<file path="config.mk">
export PLATFORM = sky130hd
export DESIGN_NAME = i2c_master_transfer_top_flat
export DESIGN_NICKNAME = d
export VERILOG_FILES = /design/src/rtl/i2cm_pkg.sv /design/src/rtl/i2cm_cmd_if.sv /design/src/rtl/i2cm_rsp_if.sv /design/src/rtl/i2cm_cfg_if.sv /design/src/rtl/i2cm_cfg_regs.sv /design/src/rtl/i2cm_fsm.sv /design/src/rtl/i2c_master_transfer_top.sv /design/src/flat_wrapper.sv
export SDC_FILE = /design/constraint.sdc
export NUM_CORES = 1
export LEC_CHECK = 0
export BUFFER_PORTS_ARGS = -buffer_cell sky130_fd_sc_hd__buf_2
export CAP_MARGIN = 20
export CORE_ASPECT_RATIO = 0.5
export CORE_MARGIN = 5
export CORE_UTILIZATION = 60
export CTS_CLUSTER_SIZE = 16
export DETAILED_ROUTE_END_ITERATION = 10
export HOLD_SLACK_MARGIN = 0.15
export PLACE_DENSITY = 0.8
export SYNTH_ARGS = -nofsm -noshare
export SYNTH_HDL_FRONTEND = slang
export SYNTH_SLANG_ARGS = --single-unit
</file>
<file path="constraint.sdc">
create_clock -name clk -period 3.2 [get_ports clk]
set_input_delay 0.64 -clock clk [delete_from_list [all_inputs] [get_ports clk]]
set_output_delay 0.64 -clock clk [all_outputs]
set_load 0.05 [all_outputs]
</file>
<file path="src/rtl/i2cm_pkg.sv">
// ----------------------------------------------------------------------------
// i2cm_pkg
// Shared types and codes of the I2C master transfer block.
// ----------------------------------------------------------------------------
package i2cm_pkg;

	localparam logic [3:0] PH_IDLE        = 4'd0;
	localparam logic [3:0] PH_ST_SDA_LOW  = 4'd1;
	localparam logic [3:0] PH_ST_SCL_LOW  = 4'd2;
	localparam logic [3:0] PH_BIT_SETUP   = 4'd3;
	localparam logic [3:0] PH_BIT_HIGH    = 4'd4;
	localparam logic [3:0] PH_ACK_RELEASE = 4'd5;
	localparam logic [3:0] PH_ACK_HIGH    = 4'd6;
	localparam logic [3:0] PH_ACK_WAIT    = 4'd7;
	localparam logic [3:0] PH_RD_HIGH     = 4'd8;
	localparam logic [3:0] PH_RD_SAMPLE   = 4'd9;
	localparam logic [3:0] PH_AK_HIGH     = 4'd10;
	localparam logic [3:0] PH_AK_DONE     = 4'd11;
	localparam logic [3:0] PH_SP_SCL_HIGH = 4'd12;
	localparam logic [3:0] PH_SP_SDA_HIGH = 4'd13;

	localparam logic [1:0] ST_OK        = 2'd0;
	localparam logic [1:0] ST_NAK       = 2'd1;
	localparam logic [1:0] ST_BAD_PARAM = 2'd2;

	localparam logic [1:0] REG_DEV_ADDR    = 2'd0;
	localparam logic [1:0] REG_WRITE_COUNT = 2'd1;
	localparam logic [1:0] REG_READ_COUNT  = 2'd2;
	localparam logic [1:0] REG_ACK_TIMEOUT = 2'd3;

	localparam logic [7:0] ACK_TIMEOUT_RST = 8'd200;
	localparam logic [3:0] BITS_PER_BYTE   = 4'd8;

	typedef struct packed {
		logic       opcode;
		logic       sda_in;
		logic [7:0] tx_byte;
	} cmd_t;

	typedef struct packed {
		logic       scl_out;
		logic       sda_out;
		logic       tx_taken;
		logic [7:0] rx_byte;
		logic       rx_valid;
		logic       done_res;
		logic [1:0] status;
		logic       busy_res;
	} rsp_t;

	typedef struct packed {
		logic [6:0] device_address;
		logic [7:0] write_count;
		logic [7:0] read_count;
		logic [7:0] ack_timeout;
	} cfg_t;

	typedef struct packed {
		logic [3:0] phase;
		logic [3:0] bit_index;
		logic [7:0] shifter;
		logic [7:0] writes_left;
		logic [7:0] reads_left;
		logic [7:0] wait_count;
		logic [1:0] result_code;
		logic       scl_drive;
		logic       sda_drive;
		logic       read_addr;
	} fsm_state_t;

endpackage

</file>
<file path="src/rtl/i2cm_cmd_if.sv">
// ----------------------------------------------------------------------------
// i2cm_cmd_if
// Input item channel: tick or begin command with sampled SDA and write byte.
// ----------------------------------------------------------------------------
interface i2cm_cmd_if;
	logic       valid;
	logic       ready;
	logic       opcode;
	logic       sda_in;
	logic [7:0] tx_byte;

	modport source(output valid, output opcode, output sda_in, output tx_byte, input ready);
	modport sink(input valid, input opcode, input sda_in, input tx_byte, output ready);
endinterface

</file>
<file path="src/rtl/i2cm_rsp_if.sv">
// ----------------------------------------------------------------------------
// i2cm_rsp_if
// Result item channel: line drives, byte flags and transfer status.
// ----------------------------------------------------------------------------
interface i2cm_rsp_if;
	logic       valid;
	logic       ready;
	logic       scl_out;
	logic       sda_out;
	logic       tx_taken;
	logic [7:0] rx_byte;
	logic       rx_valid;
	logic       done_res;
	logic [1:0] status;
	logic       busy_res;

	modport source(output valid, output scl_out, output sda_out, output tx_taken,
		output rx_byte, output rx_valid, output done_res, output status,
		output busy_res, input ready);
	modport sink(input valid, input scl_out, input sda_out, input tx_taken,
		input rx_byte, input rx_valid, input done_res, input status,
		input busy_res, output ready);
endinterface

</file>
<file path="src/rtl/i2cm_cfg_if.sv">
// ----------------------------------------------------------------------------
// i2cm_cfg_if
// Configuration write channel: register index and write data.
// ----------------------------------------------------------------------------
interface i2cm_cfg_if;
	logic       valid;
	logic       ready;
	logic [1:0] index;
	logic [7:0] data;

	modport source(output valid, output index, output data, input ready);
	modport sink(input valid, input index, input data, output ready);
endinterface

</file>
<file path="src/rtl/i2cm_cfg_regs.sv">
// ----------------------------------------------------------------------------
// i2cm_cfg_regs
// Configuration register file: address, transfer counts, ack timeout.
// ----------------------------------------------------------------------------
module i2cm_cfg_regs (
	input  logic            clk,
	input  logic            arst_n,
	i2cm_cfg_if.sink        cfg,
	output i2cm_pkg::cfg_t  regs
);
	import i2cm_pkg::*;

	cfg_t regs_q;

	assign cfg.ready = 1'b1;
	assign regs      = regs_q;

	always_ff @(posedge clk or negedge arst_n) begin
		if (!arst_n) begin
			regs_q.device_address <= '0;
			regs_q.write_count    <= '0;
			regs_q.read_count     <= '0;
			regs_q.ack_timeout    <= ACK_TIMEOUT_RST;
		end else if (cfg.valid) begin
			case (cfg.index)
				REG_DEV_ADDR:    regs_q.device_address <= cfg.data[6:0];
				REG_WRITE_COUNT: regs_q.write_count    <= cfg.data;
				REG_READ_COUNT:  regs_q.read_count     <= cfg.data;
				REG_ACK_TIMEOUT: regs_q.ack_timeout    <= cfg.data;
				default: begin
				end
			endcase
		end
	end
endmodule

</file>
<file path="src/rtl/i2cm_fsm.sv">
// ----------------------------------------------------------------------------
// i2cm_fsm
// Half-period bus sequencer: takes one step per item and forms its result.
// ----------------------------------------------------------------------------
module i2cm_fsm (
	input  logic                clk,
	input  logic                arst_n,
	input  logic                step,
	input  i2cm_pkg::cmd_t      cmd,
	input  i2cm_pkg::cfg_t      regs,
	output i2cm_pkg::rsp_t      rsp
);
	import i2cm_pkg::*;

	fsm_state_t cur_q;
	fsm_state_t nxt;
	logic [7:0] wc_dec;
	logic [7:0] rd_shift;
	logic [3:0] bi_inc;
	logic [7:0] rl_dec;

	function automatic fsm_state_t go_stop(input fsm_state_t s);
		fsm_state_t r;
		r = s;
		r.scl_drive = 1'b0;
		r.sda_drive = 1'b0;
		r.phase     = PH_SP_SCL_HIGH;
		return r;
	endfunction

	function automatic fsm_state_t go_read(input fsm_state_t s);
		fsm_state_t r;
		r = s;
		r.sda_drive = 1'b1;
		r.scl_drive = 1'b0;
		r.shifter   = '0;
		r.bit_index = '0;
		r.phase     = PH_RD_HIGH;
		return r;
	endfunction

	function automatic fsm_state_t go_start(input fsm_state_t s, input logic rd,
		input logic [6:0] addr);
		fsm_state_t r;
		r = s;
		r.read_addr = rd;
		r.shifter   = {addr, rd};
		r.bit_index = '0;
		r.scl_drive = 1'b1;
		r.sda_drive = 1'b1;
		r.phase     = PH_ST_SDA_LOW;
		return r;
	endfunction

	assign wc_dec = cur_q.wait_count - 8'd1;
	assign bi_inc = cur_q.bit_index + 4'd1;
	assign rl_dec = cur_q.reads_left - 8'd1;

	always_comb begin
		rd_shift = cur_q.shifter;
		rd_shift[3'd7 - cur_q.bit_index[2:0]] = cur_q.shifter[3'd7 - cur_q.bit_index[2:0]]
			| cmd.sda_in;
	end

	always_comb begin
		nxt = cur_q;
		rsp = '0;
		case (cur_q.phase)
			PH_IDLE: begin
				if (cmd.opcode) begin
					nxt.writes_left = regs.write_count;
					nxt.reads_left  = regs.read_count;
					nxt.result_code = ST_OK;
					if (regs.write_count != 8'd0) begin
						nxt = go_start(nxt, 1'b0, regs.device_address);
					end else if (regs.read_count != 8'd0) begin
						nxt = go_start(nxt, 1'b1, regs.device_address);
					end else begin
						nxt.result_code = ST_BAD_PARAM;
						nxt = go_stop(nxt);
					end
				end
			end
			PH_ST_SDA_LOW: begin
				nxt.sda_drive = 1'b0;
				nxt.phase     = PH_ST_SCL_LOW;
			end
			PH_ST_SCL_LOW: begin
				nxt.scl_drive = 1'b0;
				nxt.phase     = PH_BIT_SETUP;
			end
			PH_BIT_SETUP: begin
				nxt.scl_drive = 1'b0;
				nxt.sda_drive = cur_q.shifter[3'd7 - cur_q.bit_index[2:0]];
				nxt.phase     = PH_BIT_HIGH;
			end
			PH_BIT_HIGH: begin
				nxt.scl_drive = 1'b1;
				nxt.bit_index = bi_inc;
				nxt.phase     = (bi_inc >= BITS_PER_BYTE) ? PH_ACK_RELEASE : PH_BIT_SETUP;
			end
			PH_ACK_RELEASE: begin
				nxt.scl_drive = 1'b0;
				nxt.sda_drive = 1'b1;
				nxt.phase     = PH_ACK_HIGH;
			end
			PH_ACK_HIGH: begin
				nxt.scl_drive  = 1'b1;
				nxt.wait_count = (regs.ack_timeout != 8'd0) ? regs.ack_timeout : 8'd1;
				nxt.phase      = PH_ACK_WAIT;
			end
			PH_ACK_WAIT: begin
				if (cmd.sda_in) begin
					nxt.wait_count = wc_dec;
					if (wc_dec == 8'd0) begin
						nxt.result_code = ST_NAK;
						nxt = go_stop(nxt);
					end
				end else begin
					nxt.scl_drive = 1'b0;
					if (cur_q.read_addr) begin
						nxt = go_read(nxt);
					end else if (cur_q.writes_left != 8'd0) begin
						nxt.shifter     = cmd.tx_byte;
						nxt.writes_left = cur_q.writes_left - 8'd1;
						nxt.bit_index   = '0;
						nxt.sda_drive   = cmd.tx_byte[7];
						nxt.phase       = PH_BIT_HIGH;
						rsp.tx_taken    = 1'b1;
					end else if (cur_q.reads_left != 8'd0) begin
						nxt = go_start(nxt, 1'b1, regs.device_address);
					end else begin
						nxt = go_stop(nxt);
					end
				end
			end
			PH_RD_HIGH: begin
				nxt.scl_drive = 1'b1;
				nxt.phase     = PH_RD_SAMPLE;
			end
			PH_RD_SAMPLE: begin
				nxt.shifter   = rd_shift;
				nxt.scl_drive = 1'b0;
				nxt.bit_index = bi_inc;
				if (bi_inc < BITS_PER_BYTE) begin
					nxt.phase = PH_RD_HIGH;
				end else begin
					rsp.rx_valid   = 1'b1;
					rsp.rx_byte    = rd_shift;
					nxt.reads_left = rl_dec;
					nxt.sda_drive  = (rl_dec == 8'd0);
					nxt.phase      = PH_AK_HIGH;
				end
			end
			PH_AK_HIGH: begin
				nxt.scl_drive = 1'b1;
				nxt.phase     = PH_AK_DONE;
			end
			PH_AK_DONE: begin
				nxt.scl_drive = 1'b0;
				if (cur_q.reads_left != 8'd0) begin
					nxt = go_read(nxt);
				end else begin
					nxt = go_stop(nxt);
				end
			end
			PH_SP_SCL_HIGH: begin
				nxt.scl_drive = 1'b1;
				nxt.phase     = PH_SP_SDA_HIGH;
			end
			PH_SP_SDA_HIGH: begin
				nxt.sda_drive = 1'b1;
				nxt.phase     = PH_IDLE;
				rsp.done_res  = 1'b1;
				rsp.status    = cur_q.result_code;
			end
			default: begin
				nxt.phase     = PH_IDLE;
				nxt.scl_drive = 1'b1;
				nxt.sda_drive = 1'b1;
			end
		endcase
		rsp.scl_out  = nxt.scl_drive;
		rsp.sda_out  = nxt.sda_drive;
		rsp.busy_res = (nxt.phase != PH_IDLE);
	end

	always_ff @(posedge clk or negedge arst_n) begin
		if (!arst_n) begin
			cur_q <= '{phase: PH_IDLE, bit_index: 4'd0, shifter: 8'd0, writes_left: 8'd0,
				reads_left: 8'd0, wait_count: 8'd0, result_code: ST_OK, scl_drive: 1'b1,
				sda_drive: 1'b1, read_addr: 1'b0};
		end else if (step) begin
			cur_q <= nxt;
		end
	end
endmodule

</file>
<file path="src/rtl/i2c_master_transfer_top.sv">
// ----------------------------------------------------------------------------
// i2c_master_transfer_top
// I2C master that runs one write/read transfer, stepped one half bit per item.
// ----------------------------------------------------------------------------
// Each command item is one half-period tick of the bus (or a begin request)
// and yields exactly one result item with the SCL/SDA drive levels that apply
// after that tick. Each item passes the input register and then the result
// register before its result is offered, and one item is taken every cycle
// while the result side keeps up; the sequencer's state register is updated
// once per item as it leaves the input register.
// Configuration writes are taken every cycle and should only be issued while
// no transfer or item is in flight.
module i2c_master_transfer_top (
	input  logic       clk,
	input  logic       arst_n,
	i2cm_cmd_if.sink   cmd,
	i2cm_rsp_if.source rsp,
	i2cm_cfg_if.sink   cfg
);
	import i2cm_pkg::*;

	cfg_t regs;
	cmd_t item_s1;
	logic valid_s1;
	rsp_t res_next;
	rsp_t res_s2;
	logic valid_s2;
	logic s2_free;
	logic step;

	assign s2_free   = !valid_s2 || rsp.ready;
	assign step      = valid_s1 && s2_free;
	assign cmd.ready = !valid_s1 || s2_free;

	i2cm_cfg_regs u_cfg (
		.clk    (clk),
		.arst_n (arst_n),
		.cfg    (cfg),
		.regs   (regs)
	);

	i2cm_fsm u_fsm (
		.clk    (clk),
		.arst_n (arst_n),
		.step   (step),
		.cmd    (item_s1),
		.regs   (regs),
		.rsp    (res_next)
	);

	always_ff @(posedge clk or negedge arst_n) begin
		if (!arst_n) begin
			valid_s1 <= 1'b0;
			valid_s2 <= 1'b0;
		end else begin
			if (cmd.ready) begin
				valid_s1 <= cmd.valid;
			end
			if (s2_free) begin
				valid_s2 <= step;
			end
		end
	end

	always_ff @(posedge clk) begin
		if (cmd.valid && cmd.ready) begin
			item_s1 <= '{opcode: cmd.opcode, sda_in: cmd.sda_in, tx_byte: cmd.tx_byte};
		end
		if (step) begin
			res_s2 <= res_next;
		end
	end

	assign rsp.valid    = valid_s2;
	assign rsp.scl_out  = res_s2.scl_out;
	assign rsp.sda_out  = res_s2.sda_out;
	assign rsp.tx_taken = res_s2.tx_taken;
	assign rsp.rx_byte  = res_s2.rx_byte;
	assign rsp.rx_valid = res_s2.rx_valid;
	assign rsp.done_res = res_s2.done_res;
	assign rsp.status   = res_s2.status;
	assign rsp.busy_res = res_s2.busy_res;
endmodule

</file>
<file path="src/flat_wrapper.sv">
// flat-port wrapper written by rule: the top's interface ports become plain ports
module i2c_master_transfer_top_flat import i2cm_pkg::*;
  (clk, arst_n, cmd_valid, cmd_opcode, cmd_sda_in, cmd_tx_byte, cmd_ready, rsp_valid, rsp_scl_out, rsp_sda_out, rsp_tx_taken, rsp_rx_byte, rsp_rx_valid, rsp_done_res, rsp_status, rsp_busy_res, rsp_ready, cfg_valid, cfg_index, cfg_data, cfg_ready);
  i2cm_cmd_if cmd_i ();
  i2cm_rsp_if rsp_i ();
  i2cm_cfg_if cfg_i ();
  input  logic clk;
  input  logic arst_n;
  input wire logic [$bits(cmd_i.valid)-1:0] cmd_valid;
  input wire logic [$bits(cmd_i.opcode)-1:0] cmd_opcode;
  input wire logic [$bits(cmd_i.sda_in)-1:0] cmd_sda_in;
  input wire logic [$bits(cmd_i.tx_byte)-1:0] cmd_tx_byte;
  output wire logic [$bits(cmd_i.ready)-1:0] cmd_ready;
  output wire logic [$bits(rsp_i.valid)-1:0] rsp_valid;
  output wire logic [$bits(rsp_i.scl_out)-1:0] rsp_scl_out;
  output wire logic [$bits(rsp_i.sda_out)-1:0] rsp_sda_out;
  output wire logic [$bits(rsp_i.tx_taken)-1:0] rsp_tx_taken;
  output wire logic [$bits(rsp_i.rx_byte)-1:0] rsp_rx_byte;
  output wire logic [$bits(rsp_i.rx_valid)-1:0] rsp_rx_valid;
  output wire logic [$bits(rsp_i.done_res)-1:0] rsp_done_res;
  output wire logic [$bits(rsp_i.status)-1:0] rsp_status;
  output wire logic [$bits(rsp_i.busy_res)-1:0] rsp_busy_res;
  input wire logic [$bits(rsp_i.ready)-1:0] rsp_ready;
  input wire logic [$bits(cfg_i.valid)-1:0] cfg_valid;
  input wire logic [$bits(cfg_i.index)-1:0] cfg_index;
  input wire logic [$bits(cfg_i.data)-1:0] cfg_data;
  output wire logic [$bits(cfg_i.ready)-1:0] cfg_ready;
  assign cmd_i.valid = cmd_valid;
  assign cmd_i.opcode = cmd_opcode;
  assign cmd_i.sda_in = cmd_sda_in;
  assign cmd_i.tx_byte = cmd_tx_byte;
  assign cmd_ready = cmd_i.ready;
  assign rsp_valid = rsp_i.valid;
  assign rsp_scl_out = rsp_i.scl_out;
  assign rsp_sda_out = rsp_i.sda_out;
  assign rsp_tx_taken = rsp_i.tx_taken;
  assign rsp_rx_byte = rsp_i.rx_byte;
  assign rsp_rx_valid = rsp_i.rx_valid;
  assign rsp_done_res = rsp_i.done_res;
  assign rsp_status = rsp_i.status;
  assign rsp_busy_res = rsp_i.busy_res;
  assign rsp_i.ready = rsp_ready;
  assign cfg_i.valid = cfg_valid;
  assign cfg_i.index = cfg_index;
  assign cfg_i.data = cfg_data;
  assign cfg_ready = cfg_i.ready;
  i2c_master_transfer_top u_core (.clk(clk), .arst_n(arst_n), .cmd(cmd_i), .rsp(rsp_i), .cfg(cfg_i));
endmodule
</file>
==> results by group, run 1 <==
Outcome
  • Result of the run: completed

Timing
  • Number of slew-limit violations in the final report: 0
  • Unrepaired setup endpoints after global routing: false
  • Time the final worst path needs with I/O delays and setup: 2.73 ns
  • Maximum clock rate: 0.367 GHz
  • Worst slew pin tran: 0.967 ns
  • Setup violations, final: 0
  • Final critical-path share of the clock period: 85.2%
  • Clock skew: 0.00546 ns
  • Minimum hold slack: 0.202 ns
  • Rel. slew slack: 35.1%
  • Aggregate negative setup slack: 0 ns
  • Final hold vios: 0

Route
  • Uppermost metal layer occupied by signal nets: met4
  • Vias per inst: 6.45
  • DRC viols: 0
  • Met3 Wirelength: 1.41 mm
  • Routed vias: 4,605
  • Average wire length per cell after detail routing: 19.1 um
  • Amount of wire on met2 after detailed routing: 6.01 mm
  • Drt initial violations: 518
  • First drt pass iteration count: 6
  • Antenna violation net count after detailed routing: 0
  • Length of routed wiring on met1: 6.03 mm
  • Post-detailed-routing wire length: 13.7 mm

Clock tree
  • Cell chosen for the clock root: sky130_fd_sc_hd__clkbuf_16
  • Clock latency of the later-clocked register in the worst-skew pair: 0.35 ns
  • CTS tree: done
  • Cts bufs inserted: 9
  • Post-CTS Setup Inserts: 0
  • Number of H-tree branching levels: 3
  • Number of instances resized during post-cts repair: 0
  • Count of clock tree sinks: 104
  • Hold Buf Count CTS: 0
  • CTS clk-pin slew, worst paths: 0.07 ns
  • Maximum buffer depth of the clock tree: 2

Floorplanning
  • Core area: 0.00886 mm^2
  • Die area: 0.0114 mm^2
  • Effective utilization at floorplan: 62.5%
  • Io pins: 44
  • Standard-cell row count: 24
  • Chip Width: 146 um
  • DIE HEIGHT: 77.9 um

Layout
  • Share of layout cells above drive strength 1: 19.9%
  • Final Net Count: 623
  • Signed area change from the synthesized netlist to the final layout: 12.1%
  • Filler Cell Count: 666
  • Diodes inserted: 0

Setup path
  • Startpoint class of the critical path: flop
  • Required @ worst endpoint: 3.39 ns
  • Kind of cell adding the most delay to the critical path: compound AO/OA/AOI/OAI gates
  • Setup crit end kind: flop
  • Buffers plus inverters on the worst setup path: 1
  • Arrival time at the worst endpoint: 2.91 ns
  • Worst setup path class: reg -> reg
  • Crit path max-delay cell type: sky130_fd_sc_hd__o21ai_1
  • Max incr delay on CP: 0.55 ns
  • CP cell instances: inv_1 > ha_1 > or3b_1 > nor4_1 > a2111oi_2 > o21ai_1 > o21ai_0
  • Largest fanout on the critical path: 17

Place
  • HPWL after detailed placement: 9.70 mm
  • Final estimated routing congestion in global placement: 0.939
  • IO buf count: 42

Job
  • Max-cap violations: 0

Power
  • Leak: 2.50 nW
  • Power density normalized to cell area: 778 mW/mm^2
  • Peak supply drop: 0.000349 V

Global route
  • Global-route total usage across every layer: 24.8%
  • Initial antenna violation count: 0
  • Congestion Overflow GR: 0
  • Number of global-route vias before repair: 4,272
  • Pin count of the biggest net entering global routing: 79
  • First-pass GRT wire length: 22.4 mm

Synth
  • Number of enable flip-flop cells after synthesis: 26
  • Post-synthesis area per instance: 9.99 um^2
  • Number of storage elements in the synthesis netlist: 104
  • Count of unique library cells instantiated by Yosys: 72
  • Number of instances in the synthesized netlist: 554
  • Post-synth top area cell: sky130_fd_sc_hd__dfrtp_1
  • Portion of synthesized cell area occupied by the leading cell type: 33.0%
  • Cells taking the most area after synthesis: sky130_fd_sc_hd__dfrtp_1, sky130_fd_sc_hd__edfxtp_1, sky130_fd_sc_hd__mux2_2
  • Share of synthesized area occupied by flip-flops and latches: 49.5%
  • Share of async-settable or async-resettable flops after synthesis: 75.0%
  • Area of the mapped netlist: 0.00553 mm^2
  • Yosys warning total: 0
  • Net count after synthesis: 585
  • Top FF cell, synth: sky130_fd_sc_hd__dfrtp_1

Hold path
  • Class of the tightest hold or removal check: in -> async
[logic make-up (layout without fill, tap and decap cells)]
kind of cell	Yosys count	in the layout	synth area share, %
other	1	1	0.0678
DFF	104	104	49.5
muxes	33	33	6.67
buffers and inverters	51	94	4.05
and+or+nand+nor	195	195	18.7
AOI/OAI and AO/OA	159	159	18.9
xor gates and xnor gates	5	5	0.792
adders and majority gates	6	6	1.36
[placed cells by master, fill, tap and decap left out, types with 3 or more instances in the layout]
cell,instances
sky130_fd_sc_hd__a211oi_1,11
sky130_fd_sc_hd__a21o_1,3
sky130_fd_sc_hd__a21oi_1,22
sky130_fd_sc_hd__a221oi_1,8
sky130_fd_sc_hd__a22oi_1,3
sky130_fd_sc_hd__a31oi_1,10
sky130_fd_sc_hd__a32oi_1,8
sky130_fd_sc_hd__and2_1,6
sky130_fd_sc_hd__and3_1,6
sky130_fd_sc_hd__buf_2,41
sky130_fd_sc_hd__buf_4,17
sky130_fd_sc_hd__clkbuf_16,10
sky130_fd_sc_hd__dfrtp_1,73
sky130_fd_sc_hd__dfstp_2,5
sky130_fd_sc_hd__edfxtp_1,26
sky130_fd_sc_hd__ha_1,6
sky130_fd_sc_hd__inv_1,18
sky130_fd_sc_hd__mux2_2,31
sky130_fd_sc_hd__nand2_1,33
sky130_fd_sc_hd__nand2b_1,9
sky130_fd_sc_hd__nand3_1,5
sky130_fd_sc_hd__nand3b_1,6
sky130_fd_sc_hd__nand4b_1,3
sky130_fd_sc_hd__nor2_1,60
sky130_fd_sc_hd__nor2b_1,16
sky130_fd_sc_hd__nor3_1,19
sky130_fd_sc_hd__nor3b_1,6
sky130_fd_sc_hd__nor4_1,9
sky130_fd_sc_hd__o21a_1,4
sky130_fd_sc_hd__o21ai_0,48
sky130_fd_sc_hd__o21ai_1,4
sky130_fd_sc_hd__o21bai_1,3
sky130_fd_sc_hd__o22ai_1,7
sky130_fd_sc_hd__o31ai_1,3
sky130_fd_sc_hd__or3_1,4
sky130_fd_sc_hd__xnor2_1,3
[where the power goes]
| group | total (mW) | internal (mW) | switching, mW |
|---|---|---|---|
| combinational | 1.57 | 0.649 | 0.919 |
| sequential | 2.10 | 1.72 | 0.387 |
| clock | 1.15 | 0.658 | 0.491 |
| total | 4.82 | 3.02 | 1.80 |
[flip-flops by register name (all words and copies together), names as in the netlist]
register             flops
u_core.u_fsm.cur_q      45
u_core.rsp.valid         1
u_core.rsp.status        2
u_core.item_s1          10
u_core.rsp.rx_valid      1
u_core.u_cfg.regs       31
u_core.rsp.scl_out       1
u_core.rsp.busy_res      1
u_core.rsp.tx_taken      1
u_core.valid_s1          1
u_core.rsp.done_res      1
u_core.rsp.sda_out       1
u_core.rsp.rx_byte       8
[worst paths after layout]
path | startpoint | endpoint | slack, ns | cells after the start
setup / recovery | u_core.u_fsm.cur_q[13]$_DFFE_PN0P_ | u_core.u_fsm.cur_q[31]$_DFFE_PN0P_ | 0.47 | 7
hold / removal | arst_n | u_core.u_fsm.cur_q[11]$_DFFE_PN0P_ | 0.20 | 1
setup reg to reg | u_core.u_fsm.cur_q[13]$_DFFE_PN0P_ | u_core.u_fsm.cur_q[31]$_DFFE_PN0P_ | 0.47 | 7
hold reg to reg | u_core.u_fsm.cur_q[34]$_DFFE_PN0P_ | u_core.u_fsm.cur_q[34]$_DFFE_PN0P_ | 0.52 | 2
max in group asynchronous | arst_n | u_core.u_fsm.cur_q[2]$_DFFE_PN1P_ | 2.38 | 2
min in group clk | cmd_tx_byte[6] | u_core.item_s1[6]$_DFFE_PP_ | 0.47 | 1
[layer usage]
| layer | up-vias | track usage [%] |
|---|---|---|
| li1 | 2137 | - |
| met1 | 2212 | 35.8 |
| met2 | 233 | 36.6 |
| met3 | 23 | 7.45 |
| met4 | 0 | 7.10 |
| met5 | - | 0 |
[worst reg2reg max path: stages, from the launching register on]
cell and delay [ns]:
sky130_fd_sc_hd__dfrtp_1 0.42, sky130_fd_sc_hd__inv_1 0.08, sky130_fd_sc_hd__ha_1 0.21, sky130_fd_sc_hd__or3b_1 0.48
sky130_fd_sc_hd__nor4_1 0.44, sky130_fd_sc_hd__a2111oi_2 0.18, sky130_fd_sc_hd__o21ai_1 0.55, sky130_fd_sc_hd__o21ai_0 0.21
[layout make-up]
class	instances	area (um^2)	area share (%)
repair buffers	59	360	5.81
clock inverters	5	58.8	0.949
inverters	19	71.3	1.15
well taps	117	146	2.36
multi-input cells	399	2570	41.5
flip-flops and latches	104	2740	44.2
clock buffers	11	254	4.10
[synthesized netlist by cell type, types with 4 or more instances]
cell type,instances
sky130_fd_sc_hd__ha_1,6
sky130_fd_sc_hd__nand2b_1,9
sky130_fd_sc_hd__nor2b_1,16
sky130_fd_sc_hd__nand3b_1,6
sky130_fd_sc_hd__mux2_2,31
sky130_fd_sc_hd__nand3_1,5
sky130_fd_sc_hd__buf_2,8
sky130_fd_sc_hd__dfrtp_1,73
sky130_fd_sc_hd__o22ai_1,7
sky130_fd_sc_hd__a31oi_1,10
sky130_fd_sc_hd__a221oi_1,8
sky130_fd_sc_hd__or3_1,4
sky130_fd_sc_hd__and2_1,6
sky130_fd_sc_hd__a21oi_1,22
sky130_fd_sc_hd__inv_1,18
sky130_fd_sc_hd__o21ai_1,4
sky130_fd_sc_hd__nand2_1,33
sky130_fd_sc_hd__and3_1,6
sky130_fd_sc_hd__o21ai_0,48
sky130_fd_sc_hd__nor2_1,60
sky130_fd_sc_hd__a32oi_1,8
sky130_fd_sc_hd__clkbuf_1,18
sky130_fd_sc_hd__o21a_1,4
sky130_fd_sc_hd__dfstp_2,5
sky130_fd_sc_hd__nor3b_1,6
sky130_fd_sc_hd__nor3_1,19
sky130_fd_sc_hd__a211oi_1,11
sky130_fd_sc_hd__nor4_1,9
sky130_fd_sc_hd__edfxtp_1,26
[per-stage QoR]
stage,instance area (um^2),power (mW),setup slack [ns],util [%],cells
4_1_cts,6160,4.80,0.521,69.6,712
2_1_floorplan,5530,3.21,0.745,-,554
3_3_place_gp,5850,3.58,0.667,66.1,696
5_1_grt,6200,5.14,0.202,70.0,714
6_report,6200,4.82,0.473,70.0,714
3_5_place_dp,5850,3.64,0.538,66.1,696
(Power assumes the default switching activity.)
==> run 2: changes to the inputs <==
--- a/config.mk
+++ b/config.mk
@@ -12,8 +12,10 @@
 export CORE_UTILIZATION = 60
 export CTS_CLUSTER_SIZE = 16
 export DETAILED_ROUTE_END_ITERATION = 10
+export GPL_TIMING_DRIVEN = 1
 export HOLD_SLACK_MARGIN = 0.15
 export PLACE_DENSITY = 0.8
 export SYNTH_ARGS = -nofsm -noshare
 export SYNTH_HDL_FRONTEND = slang
+export SYNTH_HIERARCHICAL = 1
 export SYNTH_SLANG_ARGS = --single-unit
==> run 2 against run 1 <==
  * Die area rose by 1.1%
  * Wire length fell by 0.58%
  * Utilization decreased by 0.50 points
  * Design area down 0.38%
  * Total power rose by 2.4%
  * Cell count fell by 1.5%
  * Area after synthesis is 1.2% higher
  * Global-route usage is 0.71 points lower
  * Worst setup slack improved by 0.18 ns
  * First-iteration DRC count up 23%
  * Critical path depth shrank 1
  * Clock power shrank 7%
  * Critical path type unchanged
  * Largest cell class unchanged
==> results by group, run 2 <==
Floorplanning
  • DIE HEIGHT: 78.3 um (+0.53%)
  • Effective utilization at floorplan: 63.0% (+0.54 points)
  • Die area: 0.0115 mm^2 (+1.1%)
  • Core area: 0.00889 mm^2 (+0.34%)
  • Standard-cell row count: 24 (unchanged)
  • Chip Width: 147 um (+0.56%)
  • Io pins: 44 (unchanged)

Timing
  • Clock skew: 0.00717 ns (+0.00171 ns)
  • Setup violations, final: 0 (unchanged)
  • Final hold vios: 0 (unchanged)
  • Number of slew-limit violations in the final report: 0 (unchanged)
  • Unrepaired setup endpoints after global routing: false
  • Least setup slack across all paths after layout: 0.655 ns (+0.182 ns)
  • Rel. slew slack: 50.5% (+15 points)
  • Aggregate negative setup slack: 0 ns (unchanged)
  • Final critical-path share of the clock period: 79.5% (-5.7 points)
  • Time the final worst path needs with I/O delays and setup: 2.54 ns (-0.182 ns)
  • Worst slew pin tran: 0.742 ns (-0.224 ns)
  • Maximum clock rate: 0.393 GHz (+7.2%)

Clock tree
  • Post-CTS Setup Inserts: 0 (unchanged)
  • Cell chosen for the clock root: sky130_fd_sc_hd__clkbuf_16
  • CTS clk-pin slew, worst paths: 0.07 ns (about the same)
  • Maximum buffer depth of the clock tree: 2 (unchanged)
  • Number of H-tree branching levels: 3 (unchanged)
  • Number of instances resized during post-cts repair: 0 (unchanged)
  • Cts bufs inserted: 9 (unchanged)
  • Clock latency of the later-clocked register in the worst-skew pair: 0.35 ns (about the same)
  • CTS tree: done
  • Count of clock tree sinks: 104 (unchanged)

Place
  • IO buf count: 42 (unchanged)
  • Worst slack at placement: 0.748 ns (+0.210 ns)
  • Final estimated routing congestion in global placement: 0.940 (+0.17%)
  • Placement-stage cell area: 0.00585 mm^2 (-0.11%)
  • HPWL after detailed placement: 9.54 mm (-1.7%)

Synth
  • Count of unique library cells instantiated by Yosys: 76 (+5.6%)
  • Number of instances in the synthesized netlist: 551 (-0.54%)
  • Number of storage elements in the synthesis netlist: 104 (unchanged)
  • Most instantiated cells after synthesis: sky130_fd_sc_hd__dfrtp_1, sky130_fd_sc_hd__nor2_1, sky130_fd_sc_hd__o21ai_0, sky130_fd_sc_hd__mux2_2, sky130_fd_sc_hd__a21oi_1
  • Top FF cell, synth: sky130_fd_sc_hd__dfrtp_1
  • Portion of synthesized cell area occupied by the leading cell type: 32.6% (-0.39 points)
  • Net count after synthesis: 582 (-0.51%)
  • Share of async-settable or async-resettable flops after synthesis: 75.0% (unchanged)
  • Post-synthesis area per instance: 10.2 um^2 (+1.7%)
  • Post-synth top area cell: sky130_fd_sc_hd__dfrtp_1
  • Most common cell in the netlist: sky130_fd_sc_hd__dfrtp_1
  • Cells taking the most area after synthesis: sky130_fd_sc_hd__dfrtp_1, sky130_fd_sc_hd__edfxtp_1, sky130_fd_sc_hd__mux2_2
  • Share of synthesized area occupied by flip-flops and latches: 48.9% (-0.59 points)
  • Number of enable flip-flop cells after synthesis: 26 (unchanged)
  • Yosys warning total: 6 (+6)
  • Area of the mapped netlist: 0.00560 mm^2 (+1.2%)

Route
  • Drt initial violations: 638 (+23%)
  • First drt pass iteration count: 6 (unchanged)
  • Routed vias: 4,521 (-1.8%)
  • Average wire length per cell after detail routing: 19.3 um (+0.98%)
  • DRC viols: 0 (unchanged)
  • Post-detailed-routing wire length: 13.6 mm (-0.58%)
  • Antenna violation net count after detailed routing: 0 (unchanged)
  • Vias per inst: 6.43 (-0.29%)

Layout
  • Diodes inserted: 0 (unchanged)
  • Number of flip-flops in the largest register: 45 (unchanged)
  • Area of the multi-input gates: 0.00263 mm^2 (+2.4%)
  • Utilization after layout: 69.5% (-0.50 points)
  • Most frequent standard cell in the layout excluding fill and tap cells: sky130_fd_sc_hd__dfrtp_1
  • Total area of sequential cells: 0.00274 mm^2 (unchanged)
  • Share of layout cells above drive strength 1: 20.1% (+0.20 points)
  • Most frequent cells in the layout: sky130_fd_sc_hd__dfrtp_1, sky130_fd_sc_hd__nor2_1, sky130_fd_sc_hd__o21ai_0, sky130_fd_sc_hd__buf_2, sky130_fd_sc_hd__mux2_2
  • Final Net Count: 612 (-1.8%)
  • Signed area change from the synthesized netlist to the final layout: 10.3%
  • Biggest register: u_core/u_fsm/cur_q
  • Filler Cell Count: 687 (+3.2%)
  • Finished layout cell area: 0.00618 mm^2 (-0.38%)

Setup path
  • Capture point of the worst reg-to-reg path: u_core/u_fsm/cur_q[13]$_DFFE_PN0P_
  • Startpoint class of the critical path: flop
  • Arrival time at the worst endpoint: 2.75 ns (-0.16 ns)
  • R2R Setup Slk: 0.66 ns (+0.18 ns)
  • Max incr delay on CP: 0.61 ns (+0.06 ns)
  • R2R Path Start: u_core/u_fsm/cur_q[41]$_DFFE_PN0P_
  • Worst setup path class: reg -> reg
  • Setup crit end kind: flop
  • CP cell instances: nor2b_1 > nand3_1 > inv_1 > o21ai_1 > a311oi_1 > a21oi_1
  • Crit path max-delay cell type: sky130_fd_sc_hd__dfrtp_1
  • Required @ worst endpoint: 3.41 ns (+0.02 ns)
  • Largest fanout on the critical path: 16 (-1)
  • Count of cells along the worst register-to-register path: 6 (-1)

Global route
  • Number of global-route vias before repair: 4,204 (-1.6%)
  • Congestion Overflow GR: 0 (unchanged)
  • First-pass GRT wire length: 22.0 mm (-1.9%)
  • Global-route total usage across every layer: 24.1% (-0.71 points)
  • Pin count of the biggest net entering global routing: 79 (unchanged)
  • Initial antenna violation count: 0 (unchanged)

Outcome
  • Result of the run: completed

Power
  • Power density normalized to cell area: 800 mW/mm^2 (+2.8%)
  • Leak: 2.49 nW (-0.31%)
  • Peak supply drop: 0.000354 V (+1.4%)

Job
  • Max-cap violations: 0 (unchanged)

Hold path
  • Endpoint, Worst Hold: u_core/item_s1[0]$_DFFE_PP_
  • Worst Hold Depth: 1
  • Hold path start: cmd_tx_byte[0]
  • Class of the tightest hold or removal check: in -> reg
==> run 2: cell types whose count changed after synthesis, sizes merged, moves of 5 or more <==
| cell | change |
|---|---|
| o2bb2ai | +5 |
| a221oi | -6 |
| a21oi | +9 |
| nand3 | +7 |
| o21ai | +7 |
| a31oi | -5 |
| nor2b | -11 |
==> run 2: final cells by class <==
class / instances / share of cell area, %
Clock buffer: 13 / 4.40
Clock inverter: 3 / 0.344
Inverter: 19 / 1.15
Multi-Input combinational cell: 397 / 42.6
Sequential cell: 104 / 44.3
Tap cell: 117 / 2.37
Timing Repair Buffer: 50 / 4.78
==> run 2: logic make-up after synthesis <==
kind of cell,after synthesis,share of synthesized area [%]
AND/OR/NAND/NOR,185,18.1
AO/OA/AOI/OAI,165,19.8
flip-flops,104,48.9
buffers and inverters,50,4.09
multiplexers,35,6.97
adder cells (fa/ha/maj),6,1.34
XOR/XNOR,5,0.782
other,1,0.0670
==> run 2: stage by stage <==
stage | std cells | power (mW) | hold WS, ns
3_5_place_dp | 685 | 3.82 | 0.487
6_report | 703 | 4.94 | 0.463
3_3_place_gp | 685 | 3.78 | 0.481
4_1_cts | 701 | 4.90 | 0.455
2_1_floorplan | 551 | 3.43 | 0.344
5_1_grt | 703 | 5.24 | 0.454
==> run 2: how the worst max path moves through the flow <==
stage,startpoint,endpoint,slack [ns],cells after the start
after global routing,u_core/u_fsm/cur_q[37]$_DFFE_PN0P_,u_core/u_fsm/cur_q[14]$_DFFE_PN0P_,0.43,7
after global placement,u_core/u_fsm/cur_q[44]$_DFFE_PN0P_,u_core/u_fsm/cur_q[36]$_DFFE_PN0P_,0.83,6
after floorplan,u_core/rsp.valid$_DFFE_PN0P_,u_core/u_fsm/cur_q[30]$_DFFE_PN0P_,0.92,7
after detailed placement,u_core/u_fsm/cur_q[41]$_DFFE_PN0P_,u_core/u_fsm/cur_q[14]$_DFFE_PN0P_,0.75,6
after CTS,u_core/u_fsm/cur_q[44]$_DFFE_PN0P_,u_core/u_fsm/cur_q[29]$_DFFE_PN0P_,0.73,6
final,u_core/u_fsm/cur_q[41]$_DFFE_PN0P_,u_core/u_fsm/cur_q[13]$_DFFE_PN0P_,0.66,6
==> run 2: where the power goes <==
part	total (mW)	internal [mW]	leakage [nW]	switching, mW
logic	1.69	0.669	1.14	1.02
clock network	1.07	0.599	0.141	0.474
registers	2.18	1.73	1.21	0.451
total	4.94	2.99	2.49	1.94
==> run 2: routing by layer <==
layer | vias to the layer above | GRT usage (%) | wire [um]
met4 | 0 | 5.63 | 151
met5 | - | 0 | 0
met2 | 213 | 36.8 | 5970
met1 | 2159 | 35.5 | 6270
met3 | 23 | 5.29 | 1190
li1 | 2126 | - | -
==> run 2: repair_timing <==
item,4_1_cts,5_1_grt
setup endpoints to repair,0,0
hold buffers,0,1
hold endpoints to repair,0,6
==> run 2: worst max-delay path: cells and delay by family (launching register included) <==
kind	cells	cell delay, ns
DFF	1	0.61
and+or+nand+nor	2	0.94
AOI/OAI and AO/OA	3	0.65
buffers and inverters	1	0.19
